`config.mk`:
```
export PLATFORM = sky130hd
export DESIGN_NAME = tphc_cell
export DESIGN_NICKNAME = d
export VERILOG_FILES = /design/src/rtl/tphc_pkg.sv /design/src/rtl/tphc_cell.sv
export SDC_FILE = /design/constraint.sdc
export NUM_CORES = 1
export LEC_CHECK = 0
export ABC_CLOCK_PERIOD_IN_PS = 3900
export BUFFER_PORTS_ARGS = -buffer_cell sky130_fd_sc_hd__buf_4
export CAP_MARGIN = 20
export CORE_MARGIN = 2
export CORE_UTILIZATION = 48
export DETAILED_ROUTE_END_ITERATION = 7
export GPL_TIMING_DRIVEN = 0
export PLACE_DENSITY = 0.91
export SYNTH_ARGS = -nofsm -noshare
export SYNTH_HDL_FRONTEND = slang
export SYNTH_SLANG_ARGS = --single-unit
```
`constraint.sdc`:
```
create_clock -name i_clk -period 3.9 [get_ports i_clk]
set_clock_uncertainty 0.05 [all_clocks]
set_input_delay 0.78 -clock i_clk [delete_from_list [all_inputs] [get_ports i_clk]]
set_output_delay 0.78 -clock i_clk [all_outputs]
set_load 0.03 [all_outputs]
```
`src/rtl/tphc_pkg.sv`:
```
// ============================================================================
// tphc_pkg
// Shared types and constants of the two-point temperature and humidity
// calibration core.
// ============================================================================
`default_nettype none

package tphc_pkg;

    // Pipeline shape: four front stages, one cell per quotient bit, one
    // output register.
    localparam int C_FRONT  = 4;
    localparam int C_CELLS  = 17;
    localparam int C_STAGES = C_FRONT + C_CELLS + 1;

    // Scaling of the numerator: x8 for temperature, x64 for humidity.
    localparam int C_TEMP_SHIFT = 3;
    localparam int C_HUM_SHIFT  = 6;

    localparam logic [15:0] C_OUT_MAX  = 16'h7fff;
    localparam logic [15:0] C_OUT_MIN  = 16'h8000;
    localparam logic [15:0] C_OUT_ZERO = 16'h0000;
    localparam logic [16:0] C_POS_LIM  = 17'd32767;
    localparam logic [16:0] C_NEG_LIM  = 17'd32768;

    // Configuration register indexes.
    localparam int          C_IDX_W              = 4;
    localparam int          C_CFG_DATA_W         = 16;
    localparam logic [3:0]  C_REG_HUM_LOW_PT     = 4'd0;
    localparam logic [3:0]  C_REG_HUM_HIGH_PT    = 4'd1;
    localparam logic [3:0]  C_REG_TEMP_LOW_PT    = 4'd2;
    localparam logic [3:0]  C_REG_TEMP_HIGH_PT   = 4'd3;
    localparam logic [3:0]  C_REG_HUM_LOW_RAW    = 4'd4;
    localparam logic [3:0]  C_REG_HUM_HIGH_RAW   = 4'd5;
    localparam logic [3:0]  C_REG_TEMP_LOW_RAW   = 4'd6;
    localparam logic [3:0]  C_REG_TEMP_HIGH_RAW  = 4'd7;

    typedef struct packed {
        logic signed [15:0] temp_sample;
        logic signed [15:0] hum_sample;
    } t_in;

    typedef struct packed {
        logic signed [15:0] temperature;
        logic signed [15:0] humidity;
        logic               temp_invalid;
        logic               hum_invalid;
    } t_out;

    typedef struct packed {
        logic [7:0]         hum_low_point_x2;
        logic [7:0]         hum_high_point_x2;
        logic [9:0]         temp_low_point_x8;
        logic [9:0]         temp_high_point_x8;
        logic signed [15:0] hum_low_raw;
        logic signed [15:0] hum_high_raw;
        logic signed [15:0] temp_low_raw;
        logic signed [15:0] temp_high_raw;
    } t_cfg;

    // Division state of one channel as it moves down the cell row.
    typedef struct packed {
        logic [15:0] rem;   // partial remainder, below den unless ovf is set
        logic [15:0] den;   // divisor magnitude
        logic [16:0] lo;    // numerator bits still to be shifted in, MSB first
        logic [16:0] quo;   // quotient magnitude bits collected so far
        logic        neg;   // result is negative
        logic        zero;  // numerator is zero
        logic        ovf;   // quotient does not fit, or divisor is zero
    } t_div;

    typedef struct packed {
        t_div temp;
        t_div hum;
    } t_div_pair;

endpackage

`default_nettype wire

```
`src/rtl/tphc_cell.sv`:
```
// ============================================================================
// tphc_cell
// One restoring division step for both channels: shifts in one numerator
// bit and produces one quotient bit.
// ============================================================================
`default_nettype none

module tphc_cell
    import tphc_pkg::*;
(
    input  wire logic      i_clk,
    input  wire logic      i_rst_n,
    input  wire logic      i_en,
    input  wire logic      i_vld,
    input  wire t_div_pair i_div,
    output logic           o_vld,
    output t_div_pair      o_div
);

    logic      r_vld;
    t_div_pair r_div;
    t_div_pair n_div;

    // While ovf is clear the remainder stays below the divisor, so the trial value
    // stays below twice the divisor and the difference fits back into 16 bits.
    function automatic t_div f_step(input t_div d);
        t_div        r;
        logic [16:0] trial;
        logic [16:0] diff;
        logic        ge;
        begin
            r     = d;
            trial = {d.rem, d.lo[16]};
            diff  = trial - {1'b0, d.den};
            ge    = (trial >= {1'b0, d.den});
            r.rem = ge ? diff[15:0] : trial[15:0];
            r.lo  = {d.lo[15:0], 1'b0};
            r.quo = {d.quo[15:0], ge};
            return r;
        end
    endfunction

    always_comb begin
        n_div.temp = f_step(i_div.temp);
        n_div.hum  = f_step(i_div.hum);
    end

    always_ff @(posedge i_clk) begin
        if (!i_rst_n) begin
            r_vld <= 1'b0;
        end else if (i_en) begin
            r_vld <= i_vld;
        end
    end

    always_ff @(posedge i_clk) begin
        if (i_en) begin
            r_div <= n_div;
        end
    end

    assign o_vld = r_vld;
    assign o_div = r_div;

endmodule

`default_nettype wire

```
-- Yosys cells after proc, flatten, opt, wreduce, memory -nomap -nowiden
Index checks and enable logic that the tools add are counted.
- add/subtract/negate cells: 2
- magnitude comparators: 2
- multiplexer cells: 2
- operator list (kind ; number):
    $ge 17x16->1 ; 2
    $mux 16 ; 2
    $sub 16x16->16 ; 2
- flip-flop bits (word level): 137
- bits of input ports: 142
- output and inout port bits: 139
- word-level logic and storage cells: 21

-- Longest topological paths before layout
- word-level depth: 2
- gate-level depth with buffers: 10
- gate-level depth less buffers: 9

-- Worst setup path before layout
No wires, ideal clock.
- kind: input port to flip-flop
- from: input i_div[116] (netlist name)
- to: register r_div, in the netlist o_div[131], data pin
- arrival: 2.666 ns
- required time: 3.590 ns
- path slack: 0.924 ns
- cell stages on the path: 9
- buffers on the path: 1
- path through: inv_1 > ha_1 > or2_1 > and3_1 > a21oi_1 > o21ai_4 > a31oi_4 > buf_6 > mux2_4
- RTL lines (element ; RTL line ; source):
    start: declaration ; tphc_cell.sv:15 ; input wire t_div_pair i_div,
    end signal: assignment ; tphc_cell.sv:58 ; r_div <= n_div;
    end: declaration ; tphc_cell.sv:21 ; t_div_pair r_div;

==> impl_metrics.yaml <==
detailed_routing:
  routed_wirelength_um: 19100
  first_pass_iters: 5
  ant_nets: 0
  vias: 5116
  vias_per_cell: 5.41
  drt_iter0_drc: 353
  drcViolationCount: 0
  wl_per_cell_um: 20.2
layout:
  syn2layout_area_growth_pct: 45.7
  fin_area_sq_um: 9270
  final_cells: 946
  mostFrequentLayoutCells: "277 x buf_4, 136 x edfxtp_1, 48 x inv_1"
  final_nets: 932
  drive_gt1_frac: 0.434
  fin_util: 0.709
  final_common_cell: "buf_4"
worst_setup_path:
  cp.required_ns: 4.02
  crit_fanout: 6
  critPathMaxStageDelay_ns: 0.75
  worstSetupPathType: "primary input to flop"
  timing.critical_path.buf_inv: 2
  path_cells: "buf_4, inv_1, ha_1, fa_1, nor2b_1, o31a_1, o31ai_1, nand2_1, xor2_1, mux2_2"
  critical-path-top-delay-family: "compound AO/OA/AOI/OAI gates"
  crit_arrival_ns: 3.10
  worstSetupEndpointType: "flop"
  cp.depth: 10
  rr_worst_depth: 2
  crit_slowest_cell: "o31ai_1"
  start_kind: "primary input"
power_and_ir_drop:
  finalPower_w: 0.00451
  internal-power_w: 0.00318
  power.density_nw_per_um2: 486
  seq_power_share: 0.409
  p_comb_frac: 0.240
  power_frac_clock: 0.352
  total_leakage_power_nw: 4.09
  p_sw_frac: 0.293
  ir_worst_vdd_uv: 282
  power_switching_w: 0.00132
outcome:
  status: "finished, final reports clean"
placement:
  gp_congestion: 0.877
  portBuffers: 276
  place_inst: 913
  dpl.hpwl_um: 14300
  dpl_cell_area_sq_um: 8690
die:
  dieArea_sq_um: 14200
  die_x_um: 119
  die_y_um: 119
  rows: 42
  core_sq_um: 13100
  start_util: 0.486
  io_pins: 281
grt:
  grt_util_met2: 0.467
  grt_usage: 0.265
  busiest_layer: "met2"
  gr-total-overflow: 0
  grt_max_degree: 78
  antenna_found_initial: 1
  met3_usage: 0.0805
  grt_pass1_vias: 5080
  grt_pass1_wl_um: 28200
  met1_usage: 0.286
timing:
  worst_slew_pin_slew_ns: 0.918
  relSlewSlack: 0.383
  fin_tns_setup_ns: 0
  rsz0062_at_grt: "false"
  finalHoldViolCount: 0
  period_share: 0.765
  setup_violations: 0
  maxSlewViolCount: 0
  fin_crit_ns: 2.98
  fmax_mhz: 335
synthesis:
  synth_seq_cells: 137
  synth_top_area_frac: 0.642
  synth_cells: 459
  synth_edf_count: 136
  yosysSeqAreaShare: 0.645
  ys_warn_count: 0
  yosys_most_used_dff: "edfxtp_1"
  syn_area_sq_um: 6360
  avgSynthCellArea_sq_um: 13.9
  synth_area_leaders: "edfxtp_1 64%, ha_1 6.3%, inv_1 2.8%"
  synth_area_leader_cell: "edfxtp_1"
  yosysUniqueCellTypes: 60
  async_flop_share: 0
clock_tree:
  cts_resized: 0
  cts_root_buffer: "clkbuf_16"
  cts.sinks: 137
  h-tree-depth: 4
  cts-buffers-inserted: 17
  post_cts_buffers: 0
  clk_path_buf_depth: 2
  clkSlewWorstSetupHoldPaths_ns: 0.06
  cts_tree: "yes"
  hold_buffers: 0
  clk_latency_ns: 0.42
worst_hold_path:
  holdPathStages: 2
  hold_class: "flop to flop"
run:
  max-cap-violations: 0
## logic make-up (layout without fill, tap and decap cells)
logic type,count (synthesis),after routing,synth area share
flip-flops,137,137,0.645
AO/OA/AOI/OAI,103,103,0.112
multiplexers,22,22,0.0413
buffers and inverters,57,366,0.0364
AND/OR/NAND/NOR,86,86,0.0700
adder cells (fa/ha/maj),34,34,0.0692
XOR/XNOR,19,19,0.0261
other,1,3,0.000589
## stage by stage
stage,setup WS [ns],hold WS (ns)
floorplan,0.924,0.590
global placement,0.566,0.449
detailed placement,0.483,0.463
CTS,0.917,0.471
global route,0.804,0.462
finish,0.918,0.476
## path summary, 6_finish.rpt
| kind | start | end | slack [ns] |
|---|---|---|---|
| worst max-delay path | i_div[105] | o_div[130] | 0.92 |
| worst min-delay path | o_vld | o_vld | 0.48 |
| worst max register to register | o_vld | o_vld | 3.26 |
| worst min register to register | o_vld | o_vld | 0.48 |
## power by group through the flow
stage / clock network, W / logic (W) / registers (W)
after floorplan: 0 / 0.000324 / 0.00215
after global placement: 0 / 0.00103 / 0.00186
after detailed placement: 0 / 0.00107 / 0.00187
after CTS: 0.00161 / 0.00108 / 0.00184
after global routing: 0.00167 / 0.00114 / 0.00185
final: 0.00158 / 0.00108 / 0.00184
## final cells by class
class | instances | area [sq um]
repair buffers | 277 | 2100
clock inverters | 13 | 144
inverters | 48 | 180
fillers | 858 | 3810
flip-flops and latches | 137 | 4100
diodes | 1 | 2.50
clock buffers | 19 | 433
well taps | 176 | 220
multi-input cells | 266 | 2030
plain buffers | 9 | 51.3
## per-layer routing
layer	vias up	part of all wire
met5	-	0
met3	58	0.070
met1	2455	0.36
met4	0	0.051
li1	2321	-
met2	282	0.52
## state kept, by name, summed over array words and instances (netlist names)
register and cells:
o_div 136, o_vld 1
## Yosys cell counts, types with 3 or more instances
library cell and n:
edfxtp_1 136, inv_1 48, a21oi_1 33, ha_1 32, nor2_1 27, o21ai_0 13, nand2_1 12, xnor2_1 11
mux2_2 10, nand3_1 8, xor2_1 8, a211oi_1 7, a21o_1 7, mux2_4 6, mux2i_1 6, o21a_1 6
nand2b_1 5, nand3b_1 5, nor2b_1 5, and3_1 4, clkbuf_1 4, o2111ai_1 4, a21boi_0 3, and2_1 3
and4_1 3, nand4_1 3, nor3_1 3, o211ai_1 3, o31a_1 3, o31ai_1 3
## worst register-to-register path, delay by kind of cell, from the launching register on
family / cells / cell delay, ns
DFF: 1 / 0.31
muxes: 1 / 0.12
and+or+nand+nor: 1 / 0.06
(Power assumes the default switching activity.)
