--- src/rtl/tphc_pkg.sv ---
// ============================================================================
// tphc_pkg
// Shared types and constants of the two-point temperature and humidity
// calibration core.
// ============================================================================
`default_nettype none

package tphc_pkg;

    // Pipeline shape: four front stages, one cell per quotient bit, one
    // output register.
    localparam int C_FRONT  = 4;
    localparam int C_CELLS  = 17;
    localparam int C_STAGES = C_FRONT + C_CELLS + 1;

    // Scaling of the numerator: x8 for temperature, x64 for humidity.
    localparam int C_TEMP_SHIFT = 3;
    localparam int C_HUM_SHIFT  = 6;

    localparam logic [15:0] C_OUT_MAX  = 16'h7fff;
    localparam logic [15:0] C_OUT_MIN  = 16'h8000;
    localparam logic [15:0] C_OUT_ZERO = 16'h0000;
    localparam logic [16:0] C_POS_LIM  = 17'd32767;
    localparam logic [16:0] C_NEG_LIM  = 17'd32768;

    // Configuration register indexes.
    localparam int          C_IDX_W              = 4;
    localparam int          C_CFG_DATA_W         = 16;
    localparam logic [3:0]  C_REG_HUM_LOW_PT     = 4'd0;
    localparam logic [3:0]  C_REG_HUM_HIGH_PT    = 4'd1;
    localparam logic [3:0]  C_REG_TEMP_LOW_PT    = 4'd2;
    localparam logic [3:0]  C_REG_TEMP_HIGH_PT   = 4'd3;
    localparam logic [3:0]  C_REG_HUM_LOW_RAW    = 4'd4;
    localparam logic [3:0]  C_REG_HUM_HIGH_RAW   = 4'd5;
    localparam logic [3:0]  C_REG_TEMP_LOW_RAW   = 4'd6;
    localparam logic [3:0]  C_REG_TEMP_HIGH_RAW  = 4'd7;

    typedef struct packed {
        logic signed [15:0] temp_sample;
        logic signed [15:0] hum_sample;
    } t_in;

    typedef struct packed {
        logic signed [15:0] temperature;
        logic signed [15:0] humidity;
        logic               temp_invalid;
        logic               hum_invalid;
    } t_out;

    typedef struct packed {
        logic [7:0]         hum_low_point_x2;
        logic [7:0]         hum_high_point_x2;
        logic [9:0]         temp_low_point_x8;
        logic [9:0]         temp_high_point_x8;
        logic signed [15:0] hum_low_raw;
        logic signed [15:0] hum_high_raw;
        logic signed [15:0] temp_low_raw;
        logic signed [15:0] temp_high_raw;
    } t_cfg;

    // Division state of one channel as it moves down the cell row.
    typedef struct packed {
        logic [15:0] rem;   // partial remainder, below den unless ovf is set
        logic [15:0] den;   // divisor magnitude
        logic [16:0] lo;    // numerator bits still to be shifted in, MSB first
        logic [16:0] quo;   // quotient magnitude bits collected so far
        logic        neg;   // result is negative
        logic        zero;  // numerator is zero
        logic        ovf;   // quotient does not fit, or divisor is zero
    } t_div;

    typedef struct packed {
        t_div temp;
        t_div hum;
    } t_div_pair;

endpackage

`default_nettype wire

--- src/rtl/tphc_sat.sv ---
// ============================================================================
// tphc_sat
// Output register: applies the sign, saturates to 16 bits and raises the
// invalid flags.
// ============================================================================
`default_nettype none

module tphc_sat
    import tphc_pkg::*;
(
    input  wire logic      i_clk,
    input  wire logic      i_rst_n,
    input  wire logic      i_en,
    input  wire logic      i_vld,
    input  wire t_div_pair i_div,
    output logic           o_vld,
    output t_out           o_data
);

    logic        r_vld;
    t_out        r_data;
    t_out        n_data;
    logic [16:0] w_t_res, w_h_res;

    // Returns {invalid, value}.
    function automatic logic [16:0] f_sat(input t_div d);
        logic [16:0] neg_q;
        logic [15:0] val;
        logic        inv;
        begin
            neg_q = 17'(~d.quo + 17'd1);
            if (d.ovf) begin
                inv = 1'b1;
                if (d.zero) begin
                    val = C_OUT_ZERO;
                end else begin
                    val = d.neg ? C_OUT_MIN : C_OUT_MAX;
                end
            end else if (d.neg) begin
                inv = (d.quo > C_NEG_LIM);
                val = inv ? C_OUT_MIN : neg_q[15:0];
            end else begin
                inv = (d.quo > C_POS_LIM);
                val = inv ? C_OUT_MAX : d.quo[15:0];
            end
            return {inv, val};
        end
    endfunction

    always_comb begin
        w_t_res             = f_sat(i_div.temp);
        w_h_res             = f_sat(i_div.hum);
        n_data.temperature  = $signed(w_t_res[15:0]);
        n_data.humidity     = $signed(w_h_res[15:0]);
        n_data.temp_invalid = w_t_res[16];
        n_data.hum_invalid  = w_h_res[16];
    end

    always_ff @(posedge i_clk) begin
        if (!i_rst_n) begin
            r_vld <= 1'b0;
        end else if (i_en) begin
            r_vld <= i_vld;
        end
    end

    always_ff @(posedge i_clk) begin
        if (i_en) begin
            r_data <= n_data;
        end
    end

    assign o_vld  = r_vld;
    assign o_data = r_data;

endmodule

`default_nettype wire

--- config.mk ---
export PLATFORM = sky130hd
export DESIGN_NAME = tphc_sat
export DESIGN_NICKNAME = d
export VERILOG_FILES = /design/src/rtl/tphc_pkg.sv /design/src/rtl/tphc_sat.sv
export SDC_FILE = /design/constraint.sdc
export NUM_CORES = 1
export LEC_CHECK = 0
export BUFFER_PORTS_ARGS = -buffer_cell sky130_fd_sc_hd__buf_2
export CAP_MARGIN = 40
export CELL_PAD_IN_SITES_DETAIL_PLACEMENT = 1
export CELL_PAD_IN_SITES_GLOBAL_PLACEMENT = 2
export CORE_UTILIZATION = 20
export DETAILED_ROUTE_END_ITERATION = 7
export GPL_ROUTABILITY_DRIVEN = 0
export HOLD_SLACK_MARGIN = 0.12
export PLACE_DENSITY_LB_ADDON = 0.12
export SLEW_MARGIN = 25
export SYNTH_ARGS = -nofsm -noshare
export SYNTH_HDL_FRONTEND = slang
export SYNTH_SLANG_ARGS = --single-unit
--- constraint.sdc ---
create_clock -name i_clk -period 2.1 [get_ports i_clk]
set_input_delay 0.42 -clock i_clk [delete_from_list [all_inputs] [get_ports i_clk]]
set_output_delay 0.42 -clock i_clk [all_outputs]
set_load 0.005 [all_outputs]
======== Yosys cells after proc, flatten, opt, wreduce, memory -nomap -nowiden ========
Index checks and enable logic that the tools add are counted.
W data, S select, Z words.
storage, ports and cells
  flip-flop bits (word level) ............. 35
  bits of input ports ..................... 142
  output and inout port bits .............. 35
operators by class
  $add $sub $neg .......................... 2
  magnitude comparators ................... 4
  multiplexer cells ....................... 14
  bitwise gates (word level) .............. 2
operators by type and width
  operator                 number
  $mux W16                 12
  $gt A17 B15 Y1 const B   2
  $gt A17 B16 Y1 const B   2
  $add A16 B1 Y16 const B  2
  $not A16 Y16             2
  $mux W1                  2

======== Longest topological paths before layout ========
Gate-level depths: netlist of the first run.
  depth after elaboration ................. 5
  gate-level depth with buffers ........... 8

======== Worst setup path after synthesis of the first run ========
Ideal clock, no wire load.
  path kind ............................... input port to flip-flop
  from .................................... input i_div[72] (netlist name)
  to ...................................... register r_data (netlist bit o_data[29]) (data pin)
  setup time .............................. 135 ps
  arrival time ............................ 2018 ps
  path slack .............................. -53 ps
  cell stages on the path ................. 7
  buffers on the path ..................... 0
  path through ............................ inv_1 > ha_1 > nor4b_1 > nand4b_4 > a21o_4 > or3_1 > nand3_1
RTL lines
  what                  line            text
  start, declared       tphc_sat.sv:15  input wire t_div_pair i_div,
  end signal, assigned  tphc_sat.sv:69  r_data <= n_data;
  end, declared         tphc_sat.sv:21  t_out r_data;

==> impl_metrics.toml, run 1 <==
[hold_path]
hold_end = "o_vld$_SDFFE_PN0P_"
worstHoldStart = "i_rst_n"
hold_depth = 2
hp-class = "input port to register"

[sta]
fin_crit_sh = 0.9427
min_period_ps = 1980
setup_viol = 0
rsz0062_at_grt = "no"
layout_setup_ws_ps = 120.4
tightest_slew_ps = 505.9
final_hold_viol_count = 0
hold_ws_ps = 337.0
fmax_mhz = 505.2
clock_skew_ps = 0
max_slew_margin = 0.6627
slew_viol_final = 0

[setup_path]
critPathRequiredTime_ps = 2200
end_kind = "register"
reg2reg_to = "o_vld$_SDFFE_PN0P_"
cpPeakStageDelay_ps = 330
slowest_stage = "nor4b_4"
critPathBufInv = 3
crit_fanout = 7
r2r_start = "o_vld$_SDFFE_PN0P_"
reg2reg_depth = 2
crit_type = "input port to register"
cp_cell_sequence = "buf_2, inv_1, ha_1, nor4b_4, a41oi_4, or2_1, buf_4, o311ai_1"
r2r_setup_slack_ps = 1510
crit_arrival_ps = 2080
critical-path-top-delay-family = "simple AND/OR/NAND/NOR gates"
cp-start-kind = "input port"

[placement]
detailed_place_hpwl_um = 7168
numPortBuffers = 78
place_ws_ps = -202.9

[synthesis]
synth_seq_cells = 35
synthCells = 260
syn_area_um2 = 2472
synthFlopType = "edfxtp_1"
mappedNetlistNets = 406
synthDistinctLibCells = 51
synth-edff-count = 34
yosys_warnings = 0
seq_area_frac_synth = 0.4211
syn_avg_cell_area_um2 = 9.509
synthArstFlopShare = 0

[global_route]
antenna_found_initial = 0
grt_max_degree = 19
grt_pass1_wl_um = 14390
track_usage = 0.1495
grt_pass1_vias = 2658
grt_overflow = 0

[clocking]
root_buffer = "clkbuf_16"
cts_max_level = 2
cts_tree = "yes"
numCtsBuffers = 5
clkSlewWorstSetupHoldPaths_ps = 60
cts.sinks = 35
cts.path.max_buffers = 2
cts_setup_buffers = 0
clk_latency_ps = 290

[cells_and_area]
fill_cells = 1406
diodes = 0
register_area_um2 = 1041
nNetsFinal = 544
drive_gt1_frac = 0.4135
utilization = 0.3108
area_delta_synth_final_pct = 51.01
multiInputGateArea_um2 = 1355

[flow_run]
max_cap_violations = 0

[status]
run_status = "complete, no violations"

[routing]
antenna_left = 0
via_per_inst = 4.766
route.detailed.drc = 0
wl_per_cell_um = 16.73
routed_wl_um = 9132
drt_first_pass_iters = 4
dr.first_iter.drc_count = 85
num_vias = 2602

[pwr]
power_uw = 2342
power_density_nw_per_um2 = 627.3
power.leakage_uw = 0.001627
ir_drop_v = 0.0002858

[die]
num_rows = 40
die_h_um = 113.2
dieArea_um2 = 12810
start_util = 0.2058
pin_count = 177
core_area_um2 = 12010
die_w_um = 113.2
==> worst max path at each step <==
stage	startpoint	end	slack [ps]	cells past startpoint
finish	i_div[4]	o_data[6]$_DFFE_PP_	120	8
global route	i_div[4]	o_data[11]$_DFFE_PP_	30	8
CTS	i_div[4]	o_data[11]$_DFFE_PP_	90	8
detailed placement	i_div[4]	o_data[11]$_DFFE_PP_	-200	8
global placement	i_div[4]	o_data[6]$_DFFE_PP_	-240	8
floorplan	i_div[3]	o_data[9]$_DFFE_PP_	40	8
==> power by group <==
| group | internal (uW) | total [uW] | switching [uW] | leakage [uW] |
|---|---|---|---|---|
| logic | 221 | 471 | 249 | 0.00120 |
| registers | 848 | 864 | 15.6 | 0.000340 |
| clock network | 681 | 1010 | 327 | 0.0000900 |
| total | 1750 | 2340 | 592 | 0.00163 |
==> cell type report <==
| cell class | count | share of cell area |
|---|---|---|
| clock buffers | 5 | 0.03351 |
| clock inverters | 3 | 0.01810 |
| inverters | 10 | 0.01005 |
| multi-input cells | 202 | 0.3629 |
| flip-flops and latches | 35 | 0.2788 |
| well taps | 147 | 0.04926 |
| repair buffers | 144 | 0.2473 |
==> cell usage in the layout, fill, tap and decap left out, drive strengths merged, types with 3 or more instances in the layout <==
master,count
a211o,12
a21o,13
a21oi,13
buf,144
clkbuf,5
edfxtp,34
ha,4
inv,10
nand2,18
nand2b,5
nand3,6
nand4,10
nand4b,3
nor2,17
nor3,27
nor3b,5
nor4,8
nor4b,4
o21ai,19
o41ai,3
or2,5
or3,3
==> cell families after synthesis <==
| logic type | count (synthesis) | share of synthesized area |
|---|---|---|
| flops | 35 | 0.4211 |
| xor+xnor | 3 | 0.01063 |
| fa+ha+maj | 4 | 0.02024 |
| mux | 1 | 0.004049 |
| simple gates | 117 | 0.2804 |
| buf+inv | 23 | 0.03796 |
| compound gates | 77 | 0.2257 |
==> registers in the layout (all words and copies together), names as in the netlist <==
register,count
o_data,34
o_vld,1
==> through the flow <==
stage	setup TNS [ps]	instances	instance area [um2]
after CTS	0	546	3722
after detailed placement	-2523	538	3530
after global placement	-2243	538	3530
after floorplan	0	260	2479
final	0	546	3734
after global routing	0	546	3734
==> worst register-to-register path, stage by stage, from the launching register on <==
cell     delay [ps]
dfxtp_1         310
mux2i_1         120
nor2b_1          60
==> per-layer routing <==
layer | share of wire | global-route usage | vias to the layer above
li1 | - | - | 1288
met1 | 0.52 | 0.2106 | 1256
met2 | 0.42 | 0.2200 | 50
met3 | 0.044 | 0.03749 | 8
met4 | 0.015 | 0.05263 | 0
met5 | 0 | 0 | -
==> timing repair <==
| action | CTS | global route |
|---|---|---|
| resized for setup | 0 | 1 |
| hold buffers | 0 | 0 |
| endpoints found under the setup margin | 0 | 1 |
==> cells in the mapped netlist, types with 6 or more instances <==
| master | instances | area, um2 |
|---|---|---|
| a211o_1 | 12 | 105.1 |
| nand4_1 | 10 | 62.56 |
| nand2_1 | 18 | 67.56 |
| a21oi_1 | 12 | 60.06 |
| nor3_1 | 27 | 135.1 |
| nor4_1 | 6 | 37.54 |
| nor2_1 | 17 | 63.81 |
| nand3_1 | 6 | 30.03 |
| a21o_1 | 12 | 90.09 |
| edfxtp_1 | 34 | 1021 |
| clkbuf_1 | 9 | 33.78 |
| o21ai_0 | 19 | 95.09 |
| inv_1 | 10 | 37.54 |
Power figures use the tool's default switching activity.
==> run 2: changes to the inputs <==
--- a/config.mk
+++ b/config.mk
@@ -9,9 +9,11 @@
 export CAP_MARGIN = 40
 export CELL_PAD_IN_SITES_DETAIL_PLACEMENT = 1
 export CELL_PAD_IN_SITES_GLOBAL_PLACEMENT = 2
+export CORE_ASPECT_RATIO = 1.25
 export CORE_UTILIZATION = 20
 export DETAILED_ROUTE_END_ITERATION = 7
 export GPL_ROUTABILITY_DRIVEN = 0
+export GPL_TIMING_DRIVEN = 0
 export HOLD_SLACK_MARGIN = 0.12
 export PLACE_DENSITY_LB_ADDON = 0.12
 export SLEW_MARGIN = 25
==> run 2 against run 1 <==
Compared with the run above:
- flip-flop and latch count unchanged
- combinational power shrank 10%
- non-clock buffer count is 47 lower
- final area decreased by 10%
- via count down 6.1%
- clock skew stayed put
- critical endpoint is now o_data[13]$_DFFE_PP_
- largest power group is now registers
==> impl_metrics.toml, run 2 (synthesized netlist as in run 1, its figures left out) <==
[global_route]
grt_overflow = 0
grt_pass1_wl_um = 14000
antenna_found_initial = 0
grt_pass1_vias = 2528
grt_max_degree = 36
track_usage = 0.1459

[sta]
min_period_ps = 2063
setup_viol = 0
slew_viol_final = 0
fmax_mhz = 484.7
max_slew_margin = 0.4711
hold_ws_ps = 356.7
tightest_slew_ps = 785.0
layout_setup_ws_ps = 36.95
clock_skew_ps = 0
rsz0062_at_grt = "yes"
final_hold_viol_count = 0
fin_crit_sh = 0.9824

[setup_path]
end_kind = "register"
critPathRequiredTime_ps = 2140
cp-start-kind = "input port"
crit_fanout = 10
slowest_stage = "o21ai_0"
crit_type = "input port to register"
cpPeakStageDelay_ps = 660
crit_arrival_ps = 2100
cp_cell_sequence = "clkbuf_1, or3_1, o21ai_0, o21ai_0, a21o_1"
cp_common_cell = "o21ai_0"

[clocking]
postCtsHoldBufs = 0
cts_tree = "yes"
clk_latency_ps = 280
cts.sinks = 35
cts.path.max_buffers = 2
root_buffer = "clkbuf_16"
clkSlewWorstSetupHoldPaths_ps = 60
cts_max_level = 2
numCtsBuffers = 5

[routing]
via_per_inst = 4.734
route.detailed.drc = 0
wl_per_cell_um = 17.58
num_vias = 2443
routed_wl_um = 9073
drt_first_pass_iters = 4
dr.first_iter.drc_count = 35
antenna_left = 0

[pwr]
power_density_nw_per_um2 = 600.9
power.leakage_uw = 0.001347
ir_drop_v = 0.0002476

[cells_and_area]
drive_gt1_frac = 0.3239
diodes = 0
layout_commonest_cell = "buf_2"
nNetsFinal = 497
largest_register_ffs = 34
layout_common_cells = "buf_2, edfxtp_1, nor3_1"
area_delta_synth_final_pct = 35.88

[placement]
detailed_place_hpwl_um = 6964
numPortBuffers = 73
place_ws_ps = -711.3

[die]
core_area_um2 = 12110
die_h_um = 126.3
die_w_um = 101.4
start_util = 0.2042
dieArea_um2 = 12810
num_rows = 45
pin_count = 177

[status]
run_status = "complete, no violations"

[flow_run]
max_cap_violations = 0

[hold_path]
hp-class = "input port to register"
-- run 2: timing repair --
action | in CTS | in global routing
resized for setup | 8 | 4
pin swaps | 2 | 3
buffers inserted | 4 | 5
endpoints found under the setup margin | 23 | 17
-- run 2: report_power, final --
group | switching [uW] | internal, uW
registers | 15.4 | 848
clock network | 292 | 439
logic | 248 | 175
total | 556 | 1460
-- run 2: cell type report --
| class | instances | area (um2) |
|---|---|---|
| clock inverters | 1 | 5.005 |
| fillers | 1428 | 8746 |
| multi-input cells | 202 | 1419 |
| inverters | 10 | 37.54 |
| flip-flops and latches | 35 | 1041 |
| repair buffers | 84 | 460.4 |
| well taps | 164 | 205.2 |
| plain buffers | 13 | 58.81 |
| clock buffers | 7 | 132.6 |
-- run 2: routing by layer --
metal	up-vias	global-route usage	part of all wire
met4	0	0.06309	0.020
met3	9	0.02645	0.035
li1	1198	-	-
met5	-	0	0
met2	61	0.2797	0.55
met1	1175	0.1513	0.40
-- run 2: path summary, 6_finish.rpt --
kind | start | slack [ps] | to | cells past startpoint
worst min-delay path | i_rst_n | 360 | o_vld$_SDFFE_PN0P_ | 2
worst min register to register | o_vld$_SDFFE_PN0P_ | 520 | o_vld$_SDFFE_PN0P_ | 2
worst max-delay path | i_div[0] | 40 | o_data[13]$_DFFE_PP_ | 5
worst max register to register | o_vld$_SDFFE_PN0P_ | 1520 | o_vld$_SDFFE_PN0P_ | 2
-- run 2: through the flow --
step | utilization | TNS (ps) | power, uW | instance area [um2] | std cells
global route | 0.2775 | -248.2 | 2127 | 3359 | 516
CTS | 0.2704 | -14.64 | 2043 | 3273 | 510
finish | 0.2775 | 0 | 2019 | 3359 | 516
floorplan | - | 0 | 1057 | 2479 | 260
detailed placement | 0.2525 | -13030 | 1280 | 3057 | 498
global placement | 0.2519 | -12350 | 1278 | 3049 | 497
-- run 2: critical path: cells and delay by family --
family	cells	cell delay, ps
compound gates	3	1050
buf+inv	1	200
simple gates	1	430
