`src/rtl/tphc_pkg.sv`:
```
// ============================================================================
// tphc_pkg
// Shared types and constants of the two-point temperature and humidity
// calibration core.
// ============================================================================
`default_nettype none

package tphc_pkg;

    // Pipeline shape: four front stages, one cell per quotient bit, one
    // output register.
    localparam int C_FRONT  = 4;
    localparam int C_CELLS  = 17;
    localparam int C_STAGES = C_FRONT + C_CELLS + 1;

    // Scaling of the numerator: x8 for temperature, x64 for humidity.
    localparam int C_TEMP_SHIFT = 3;
    localparam int C_HUM_SHIFT  = 6;

    localparam logic [15:0] C_OUT_MAX  = 16'h7fff;
    localparam logic [15:0] C_OUT_MIN  = 16'h8000;
    localparam logic [15:0] C_OUT_ZERO = 16'h0000;
    localparam logic [16:0] C_POS_LIM  = 17'd32767;
    localparam logic [16:0] C_NEG_LIM  = 17'd32768;

    // Configuration register indexes.
    localparam int          C_IDX_W              = 4;
    localparam int          C_CFG_DATA_W         = 16;
    localparam logic [3:0]  C_REG_HUM_LOW_PT     = 4'd0;
    localparam logic [3:0]  C_REG_HUM_HIGH_PT    = 4'd1;
    localparam logic [3:0]  C_REG_TEMP_LOW_PT    = 4'd2;
    localparam logic [3:0]  C_REG_TEMP_HIGH_PT   = 4'd3;
    localparam logic [3:0]  C_REG_HUM_LOW_RAW    = 4'd4;
    localparam logic [3:0]  C_REG_HUM_HIGH_RAW   = 4'd5;
    localparam logic [3:0]  C_REG_TEMP_LOW_RAW   = 4'd6;
    localparam logic [3:0]  C_REG_TEMP_HIGH_RAW  = 4'd7;

    typedef struct packed {
        logic signed [15:0] temp_sample;
        logic signed [15:0] hum_sample;
    } t_in;

    typedef struct packed {
        logic signed [15:0] temperature;
        logic signed [15:0] humidity;
        logic               temp_invalid;
        logic               hum_invalid;
    } t_out;

    typedef struct packed {
        logic [7:0]         hum_low_point_x2;
        logic [7:0]         hum_high_point_x2;
        logic [9:0]         temp_low_point_x8;
        logic [9:0]         temp_high_point_x8;
        logic signed [15:0] hum_low_raw;
        logic signed [15:0] hum_high_raw;
        logic signed [15:0] temp_low_raw;
        logic signed [15:0] temp_high_raw;
    } t_cfg;

    // Division state of one channel as it moves down the cell row.
    typedef struct packed {
        logic [15:0] rem;   // partial remainder, below den unless ovf is set
        logic [15:0] den;   // divisor magnitude
        logic [16:0] lo;    // numerator bits still to be shifted in, MSB first
        logic [16:0] quo;   // quotient magnitude bits collected so far
        logic        neg;   // result is negative
        logic        zero;  // numerator is zero
        logic        ovf;   // quotient does not fit, or divisor is zero
    } t_div;

    typedef struct packed {
        t_div temp;
        t_div hum;
    } t_div_pair;

endpackage

`default_nettype wire

```
`src/rtl/tphc_front.sv`:
```
// ============================================================================
// tphc_front
// Front stages: products, numerator sum and scaling, magnitudes, and the
// overflow precheck that seeds the cell row.
// ============================================================================
`default_nettype none

module tphc_front
    import tphc_pkg::*;
(
    input  wire logic               i_clk,
    input  wire logic               i_rst_n,
    input  wire logic [C_FRONT-1:0] i_en,
    input  wire logic               i_vld,
    input  wire t_in                i_data,
    input  wire t_cfg               i_cfg,
    output logic [C_FRONT-1:0]      o_vld,
    output t_div_pair               o_div
);

    logic [C_FRONT-1:0] r_vld;

    // Stage A: products.
    logic signed [26:0] r_a_t_p1, r_a_t_p2, r_a_t_p3;
    logic signed [16:0] r_a_t_den;
    logic signed [24:0] r_a_h_p1, r_a_h_p2, r_a_h_p3;
    logic signed [16:0] r_a_h_den;

    // Stage B: scaled numerator.
    logic signed [31:0] r_b_t_num, r_b_h_num;
    logic signed [16:0] r_b_t_den, r_b_h_den;

    // Stage C: magnitudes.
    logic [31:0] r_c_t_mag, r_c_h_mag;
    logic [15:0] r_c_t_dmag, r_c_h_dmag;
    logic        r_c_t_neg, r_c_h_neg;
    logic        r_c_t_zero, r_c_h_zero;

    // Stage D: seed of the cell row.
    t_div_pair   r_d_div;

    logic signed [10:0] w_t_dp;
    logic signed [8:0]  w_h_dp;
    logic signed [27:0] w_t_sum;
    logic signed [25:0] w_h_sum;

    function automatic logic [31:0] f_abs32(input logic signed [31:0] v);
        logic [31:0] neg_v;
        begin
            neg_v = 32'(-v);
            return v[31] ? neg_v : v;
        end
    endfunction

    function automatic logic [15:0] f_abs17(input logic signed [16:0] v);
        logic [16:0] neg_v;
        begin
            neg_v = 17'(-v);
            return v[16] ? neg_v[15:0] : v[15:0];
        end
    endfunction

    // The quotient fits in 17 bits exactly when the top 15 numerator bits
    // are below the divisor; a zero divisor always lands on the overflow side.
    function automatic t_div f_seed(input logic [31:0] mag, input logic [15:0] dmag,
                                    input logic neg, input logic zero);
        t_div d;
        begin
            d.ovf  = ({1'b0, mag[31:17]} >= dmag);
            d.rem  = {1'b0, mag[31:17]};
            d.den  = dmag;
            d.lo   = mag[16:0];
            d.quo  = '0;
            d.neg  = neg;
            d.zero = zero;
            return d;
        end
    endfunction

    assign w_t_dp = $signed({1'b0, i_cfg.temp_high_point_x8})
                  - $signed({1'b0, i_cfg.temp_low_point_x8});
    assign w_h_dp = $signed({1'b0, i_cfg.hum_high_point_x2})
                  - $signed({1'b0, i_cfg.hum_low_point_x2});

    assign w_t_sum = 28'(r_a_t_p1) + 28'(r_a_t_p2) - 28'(r_a_t_p3);
    assign w_h_sum = 26'(r_a_h_p1) + 26'(r_a_h_p2) - 26'(r_a_h_p3);

    always_ff @(posedge i_clk) begin
        if (!i_rst_n) begin
            r_vld <= '0;
        end else begin
            if (i_en[0]) begin
                r_vld[0] <= i_vld;
            end
            for (int k = 1; k < C_FRONT; k++) begin
                if (i_en[k]) begin
                    r_vld[k] <= r_vld[k-1];
                end
            end
        end
    end

    always_ff @(posedge i_clk) begin
        if (i_en[0]) begin
            r_a_t_p1  <= w_t_dp * i_data.temp_sample;
            r_a_t_p2  <= $signed({1'b0, i_cfg.temp_low_point_x8}) * i_cfg.temp_high_raw;
            r_a_t_p3  <= i_cfg.temp_low_raw * $signed({1'b0, i_cfg.temp_high_point_x8});
            r_a_t_den <= 17'(i_cfg.temp_high_raw) - 17'(i_cfg.temp_low_raw);
            r_a_h_p1  <= w_h_dp * i_data.hum_sample;
            r_a_h_p2  <= $signed({1'b0, i_cfg.hum_low_point_x2}) * i_cfg.hum_high_raw;
            r_a_h_p3  <= i_cfg.hum_low_raw * $signed({1'b0, i_cfg.hum_high_point_x2});
            r_a_h_den <= 17'(i_cfg.hum_high_raw) - 17'(i_cfg.hum_low_raw);
        end
        if (i_en[1]) begin
            r_b_t_num <= 32'(w_t_sum) <<< C_TEMP_SHIFT;
            r_b_h_num <= 32'(w_h_sum) <<< C_HUM_SHIFT;
            r_b_t_den <= r_a_t_den;
            r_b_h_den <= r_a_h_den;
        end
        if (i_en[2]) begin
            r_c_t_mag  <= f_abs32(r_b_t_num);
            r_c_h_mag  <= f_abs32(r_b_h_num);
            r_c_t_dmag <= f_abs17(r_b_t_den);
            r_c_h_dmag <= f_abs17(r_b_h_den);
            r_c_t_neg  <= r_b_t_num[31] ^ r_b_t_den[16];
            r_c_h_neg  <= r_b_h_num[31] ^ r_b_h_den[16];
            r_c_t_zero <= (r_b_t_num == '0);
            r_c_h_zero <= (r_b_h_num == '0);
        end
        if (i_en[3]) begin
            r_d_div.temp <= f_seed(r_c_t_mag, r_c_t_dmag, r_c_t_neg, r_c_t_zero);
            r_d_div.hum  <= f_seed(r_c_h_mag, r_c_h_dmag, r_c_h_neg, r_c_h_zero);
        end
    end

    assign o_vld = r_vld;
    assign o_div = r_d_div;

endmodule

`default_nettype wire

```
`config.mk`:
```
export PLATFORM = sky130hd
export DESIGN_NAME = tphc_front
export DESIGN_NICKNAME = d
export VERILOG_FILES = /design/src/rtl/tphc_pkg.sv /design/src/rtl/tphc_front.sv
export SDC_FILE = /design/constraint.sdc
export NUM_CORES = 2
export LEC_CHECK = 0
export ABC_AREA = 1
export CORE_MARGIN = 3
export CORE_UTILIZATION = 30
export CTS_CLUSTER_DIAMETER = 30
export DETAILED_ROUTE_END_ITERATION = 8
export DONT_BUFFER_PORTS = 1
export PLACE_DENSITY = 0.47
export SETUP_SLACK_MARGIN = 0.3
export SYNTH_ARGS = -nofsm -noshare
export SYNTH_HDL_FRONTEND = slang
export SYNTH_SLANG_ARGS = --single-unit
```
`constraint.sdc`:
```
create_clock -name i_clk -period 8.2 [get_ports i_clk]
set_input_delay 0.41 -clock i_clk [delete_from_list [all_inputs] [get_ports i_clk]]
set_output_delay 0.41 -clock i_clk [all_outputs]
set_load 0.03 [all_outputs]
```
======== Yosys cells after proc, flatten, opt, wreduce, memory -nomap -nowiden ========
Index checks and enable logic that the tools add are counted.
Widths: inputs -> output; s select.
cells by class
  add/subtract/negate cells ............... 12
  multiply operators ...................... 6
  magnitude comparators ................... 2
  muxes and demuxes ....................... 4
  bitwise operators ....................... 2
  reduce and logical (&&, ||, !) cells .... 2
operator list
  operator          number
  $logic_not 32->1  2
  $mux 31           2
  $mul 11x16->27    2
  $mul 9x16->25     2
  $sub 16x16->17    2
  $ge 15x16->1      2
  $mux 16           2
  $neg 16->16       2
  $neg 31->32       1
  $neg 32->32       1
  $add 27x27->28    1
  $sub 28x27->28    1
  $mul 16x11->27    1
  $add 25x25->26    1
  $sub 26x25->26    1
  $mul 16x9->25     1
  $sub 10x10->11    1
  $sub 8x8->9       1
  $xor 1x1->1       2
storage, ports and cells
  flip-flop bits (word level) ............. 484
  bits of input ports ..................... 139
  logic and storage cells ................. 68

======== Depth between registers and ports, before layout ========
  word-level depth ........................ 2
  gate-level depth with buffers ........... 37

======== Least setup slack after synthesis ========
No wires, ideal clock.
  path kind ............................... input port to flip-flop
  start ................................... input i_cfg[75] (netlist bit)
  end ..................................... register r_a_t_p1[26] (data pin)
  setup time .............................. 0.252 ns
  data arrival time ....................... 6.005 ns
  path slack .............................. 1.943 ns
  cell stages on the path ................. 31
  buffers on the path ..................... 3
  cell sequence ........................... clkbuf_1 -> clkbuf_1 -> inv_1 -> fa_1 -> nand2_1 -> nand2_1 -> nand2_1 -> nand2_2 -> or2_2 -> nand2_1 -> inv_1 -> buf_2 -> nand2_1 -> fa_1 -> fa_1 -> fa_1 -> inv_1 -> fa_1 -> inv_1 -> fa_1 -> inv_1 -> ha_1 -> nand2_1 -> nor2_1 -> inv_1 -> nor3_1 -> nand2_1 -> nor2_1 -> nor2_1 -> nand2_1 -> nand2_1
between the ends
  word-level cells in the longest chain between the ends .. 2
ends and longest elaborated chain
  item                    line               source
  start: declaration      tphc_front.sv:16   input wire t_cfg i_cfg,
  $sub 10x10->11          tphc_front.sv:81   - $signed({1'b0, i_cfg.temp_low_point_x8});
  $mul 11x16->27          tphc_front.sv:105  r_a_t_p1 <= w_t_dp * i_data.temp_sample;
  end signal: assignment  tphc_front.sv:105
  end: declaration        tphc_front.sv:24   logic signed [26:0] r_a_t_p1, r_a_t_p2, r_a_t_p3;
No other way between the ends.
A chain may end at the register's enable or synchronous reset.

======== Worst setup path in the final report ========
  start ................................... input i_cfg[64] (netlist bit)
  end ..................................... register r_a_t_p1[26] (data pin)
The elaborated chain is that of the path after synthesis.

==> summary.txt <==
Met3 Wirelength = 6330 um
Most common flop cell mapped by yosys = sky130_fd_sc_hd__edfxtp_1
Source of the worst hold timing path = i_cfg[17]
Layout overhead on the synthesized area = 11.1%
Sum Neg Setup Slack = 0 ns
Share of the synthesized area in the top cell type = 27.4%
Worst stage delay on the critical path = 0.64 ns
Library cell with the largest summed area after synthesis = sky130_fd_sc_hd__fa_1
Clock buffers created by TritonCTS = 115
DIE WIDTH = 456 um
Clock tree sinks = 466
Launch instance of the worst register-to-register path = r_a_t_p2[0]$_DFFE_PP_
Ranking of synthesized cells by instance count = sky130_fd_sc_hd__inv_1, sky130_fd_sc_hd__nand2_1, sky130_fd_sc_hd__fa_1, sky130_fd_sc_hd__ha_1, sky130_fd_sc_hd__edfxtp_1
Area after DPL = 63200 um2
Main area contributors after synthesis = sky130_fd_sc_hd__fa_1, sky130_fd_sc_hd__edfxtp_1, sky130_fd_sc_hd__inv_1
Number of pins exceeding their max-slew limit in the final report = 0
Clock Latency Late Sink = 0.70 ns
Max-cap viol count = 0
Logic depth of the worst register-to-register path = 14
Count of synthesis-stage warnings from yosys = 0
Flop-to-flop setup slack = 5.33 ns
Final GP Congestion = 0.868
Final setup skew = 0.0183 ns
Resized Gates After CTS = 0
Share of async-settable or async-resettable flops after synthesis = 0%
Row Count = 164
Wire length per cell after detailed routing = 16.8 um
Post-Syn Area = 60800 um2
Total length of routed wires = 172000 um
Kind of launch point of the worst setup path = input port
Min Tclk post-route = 6.14 ns
Fin crit share = 74.9%
Y dimension of the die = 456 um
ANT nets after route = 0
Buffer levels on the longest clock path = 3
Most repeated cell in the gate-level netlist after synthesis = sky130_fd_sc_hd__inv_1
Final setup violation count = 0
Synth Instances = 7498
Area of the placeable core = 200000 um2
Worst min-delay path category = input port to register
Vias in the first global route = 47900
Max transition margin = 30.4%
Total global-route track usage = 16.8%
Final design instance area without fill = 67500 um2
Die area = 208000 um2
Setup crit start = i_cfg[64]
Clock tree root buffer cell = sky130_fd_sc_hd__clkbuf_16
Mapped Avg Cell Area = 8.10 um2
Number of distinct standard cells referenced by the synthesized netlist = 47
Post-CTS Setup Repair Bufs = 0
Number of iterations in the first detailed-routing pass = 6
Setup repair after global routing missed its margin = no
Slowest library cell on the worst path = sky130_fd_sc_hd__xor2_4
Topmost layer with routed signal wires = met5
Vias = 45300
Initial cell density of the core = 30.3%
Count of flip-flops with a built-in enable after synthesis = 462
Share of layout cells above drive strength 1 = 2.99%
Total gr overflow = 0
Peak clock frequency supported by timing = 0.163 GHz
Met2 wire length = 85000 um
Hold buffer count at CTS = 26
Htree depth = 3
Half-perimeter wire length after detailed placement = 145000 um
End point of the most critical hold path = r_a_t_den[1]$_DFFE_PP_
Number of design rule violations left after detail routing = 0
CTS tree = done
Critical Path Sink Type = register
Initial antenna violation count = 3
Run status = complete, no violations
Drt via density = 4.43
Sequential area share after synthesis = 23.0%
Wire length of the first global-routing pass = 275000 um
Number of storage elements in the synthesis netlist = 466
Worst Max-Slew Pin Slew = 1.04 ns
Count of input and output buffers = 0
Most used cell along the critical path = sky130_fd_sc_hd__nand2_1
Data arrival time of the critical path = 6.59 ns
DRT met1 WL = 75900 um
Critical path peak fanout = 17
Hold Path Stages = 2
Kind of critical path = input port to register
Initial drt markers = 2588
I/O pin total = 281
Worst path required time = 8.65 ns
Pin count of the biggest net entering global routing = 191
Number of nets in the layout = 8911
End of the worst register-to-register path = r_b_t_num[19]$_DFFE_PP_
Final count of hold timing violations = 0
Clock-pin slew of the registers on the worst-case setup and hold paths = 0.04 ns
[through the flow]
| stage | util, % | setup slack [ns] | std cells | hold slack (ns) |
|---|---|---|---|---|
| 2_1_floorplan | - | 1.94 | 7543 | 0.400 |
| 3_3_place_gp | 31.5 | 1.32 | 9985 | 0.403 |
| 3_5_place_dp | 31.5 | 1.37 | 9985 | 0.405 |
| 4_1_cts | 33.7 | 2.13 | 10200 | 0.000199 |
| 5_1_grt | 33.7 | 1.71 | 10200 | 0.0366 |
| 6_report | 33.7 | 2.06 | 10200 | 0.0695 |
[layer usage]
layer	vias up	GRT usage, %
li1	22200	-
met1	22100	21.7
met2	818	29.6
met3	188	2.16
met4	2	4.57
met5	-	0
[cells in the final DEF (no fill, tap or decap), types with 6 or more instances in the layout]
| cell | netlist | routed |
|---|---|---|
| sky130_fd_sc_hd__a21o_1 | 8 | 8 |
| sky130_fd_sc_hd__a21oi_1 | 252 | 252 |
| sky130_fd_sc_hd__and2_1 | 8 | 8 |
| sky130_fd_sc_hd__bufinv_16 | 0 | 14 |
| sky130_fd_sc_hd__clkbuf_1 | 151 | 10 |
| sky130_fd_sc_hd__clkbuf_16 | 0 | 119 |
| sky130_fd_sc_hd__clkinv_1 | 5 | 22 |
| sky130_fd_sc_hd__clkinv_2 | 0 | 22 |
| sky130_fd_sc_hd__clkinv_4 | 0 | 6 |
| sky130_fd_sc_hd__clkinvlp_4 | 0 | 11 |
| sky130_fd_sc_hd__conb_1 | 1 | 46 |
| sky130_fd_sc_hd__dlygate4sd3_1 | 0 | 22 |
| sky130_fd_sc_hd__edfxtp_1 | 462 | 462 |
| sky130_fd_sc_hd__fa_1 | 832 | 832 |
| sky130_fd_sc_hd__ha_1 | 468 | 468 |
| sky130_fd_sc_hd__inv_1 | 2076 | 2076 |
| sky130_fd_sc_hd__inv_6 | 0 | 14 |
| sky130_fd_sc_hd__nand2_1 | 1839 | 1839 |
| sky130_fd_sc_hd__nand2_2 | 6 | 6 |
| sky130_fd_sc_hd__nand3_1 | 260 | 260 |
| sky130_fd_sc_hd__nand3b_1 | 14 | 14 |
| sky130_fd_sc_hd__nand4_1 | 102 | 102 |
| sky130_fd_sc_hd__nor2_1 | 456 | 456 |
| sky130_fd_sc_hd__nor2_2 | 10 | 10 |
| sky130_fd_sc_hd__nor3_1 | 54 | 54 |
| sky130_fd_sc_hd__o21ai_0 | 154 | 154 |
| sky130_fd_sc_hd__o21bai_1 | 22 | 22 |
| sky130_fd_sc_hd__xnor2_1 | 46 | 46 |
| sky130_fd_sc_hd__xor2_1 | 150 | 150 |
[critical path, delay by kind of cell]
kind | cells | cell delay [ns]
buf+inv | 6 | 0.56
fa+ha+maj | 8 | 3.40
xor+xnor | 1 | 0.64
simple gates | 14 | 1.56
[final cells by class]
class / instances / area [um2]
timing repair buffer: 30 / 360
sequential: 466 / 14000
clock inverter: 86 / 898
multi-input combinational: 4777 / 38100
clock buffer: 129 / 3020
fill: 21200 / 133000
antenna: 2 / 5.00
tap: 2656 / 3320
inverter: 2082 / 7820
[cell families after synthesis]
family | after synthesis | share of synthesized area (%)
XOR/XNOR | 198 | 2.90
adder cells (fa/ha/maj) | 1300 | 37.1
AO/OA/AOI/OAI | 466 | 4.06
AND/OR/NAND/NOR | 2767 | 18.4
other | 1 | 0.00617
flip-flops | 466 | 23.0
buffers and inverters | 2300 | 14.6
[worst max path at each step]
stage,endpoint,slack (ns),cells past startpoint
6_report,r_a_t_p1[26]$_DFFE_PP_,2.06,29
2_1_floorplan,r_a_t_p1[26]$_DFFE_PP_,1.94,31
5_1_grt,r_a_t_p1[26]$_DFFE_PP_,1.71,31
3_5_place_dp,r_a_t_p1[26]$_DFFE_PP_,1.37,29
4_1_cts,r_a_t_p1[26]$_DFFE_PP_,2.13,29
3_3_place_gp,r_a_t_p1[26]$_DFFE_PP_,1.32,31
[registers in the layout, summed over array words and instances, names as in the netlist, 17 cells and up]
register	count
o_div	93
r_a_h_den	17
r_a_h_p1	25
r_a_h_p2	25
r_a_h_p3	25
r_a_t_den	17
r_a_t_p1	27
r_a_t_p2	27
r_a_t_p3	27
r_b_h_den	17
r_b_h_num	26
r_b_t_den	17
r_b_t_num	28
r_c_h_mag	26
r_c_t_mag	29
Power is left out: the tool's default activity adds up to more than one toggle a clock period on the data nets, which glitch-free logic cannot reach.
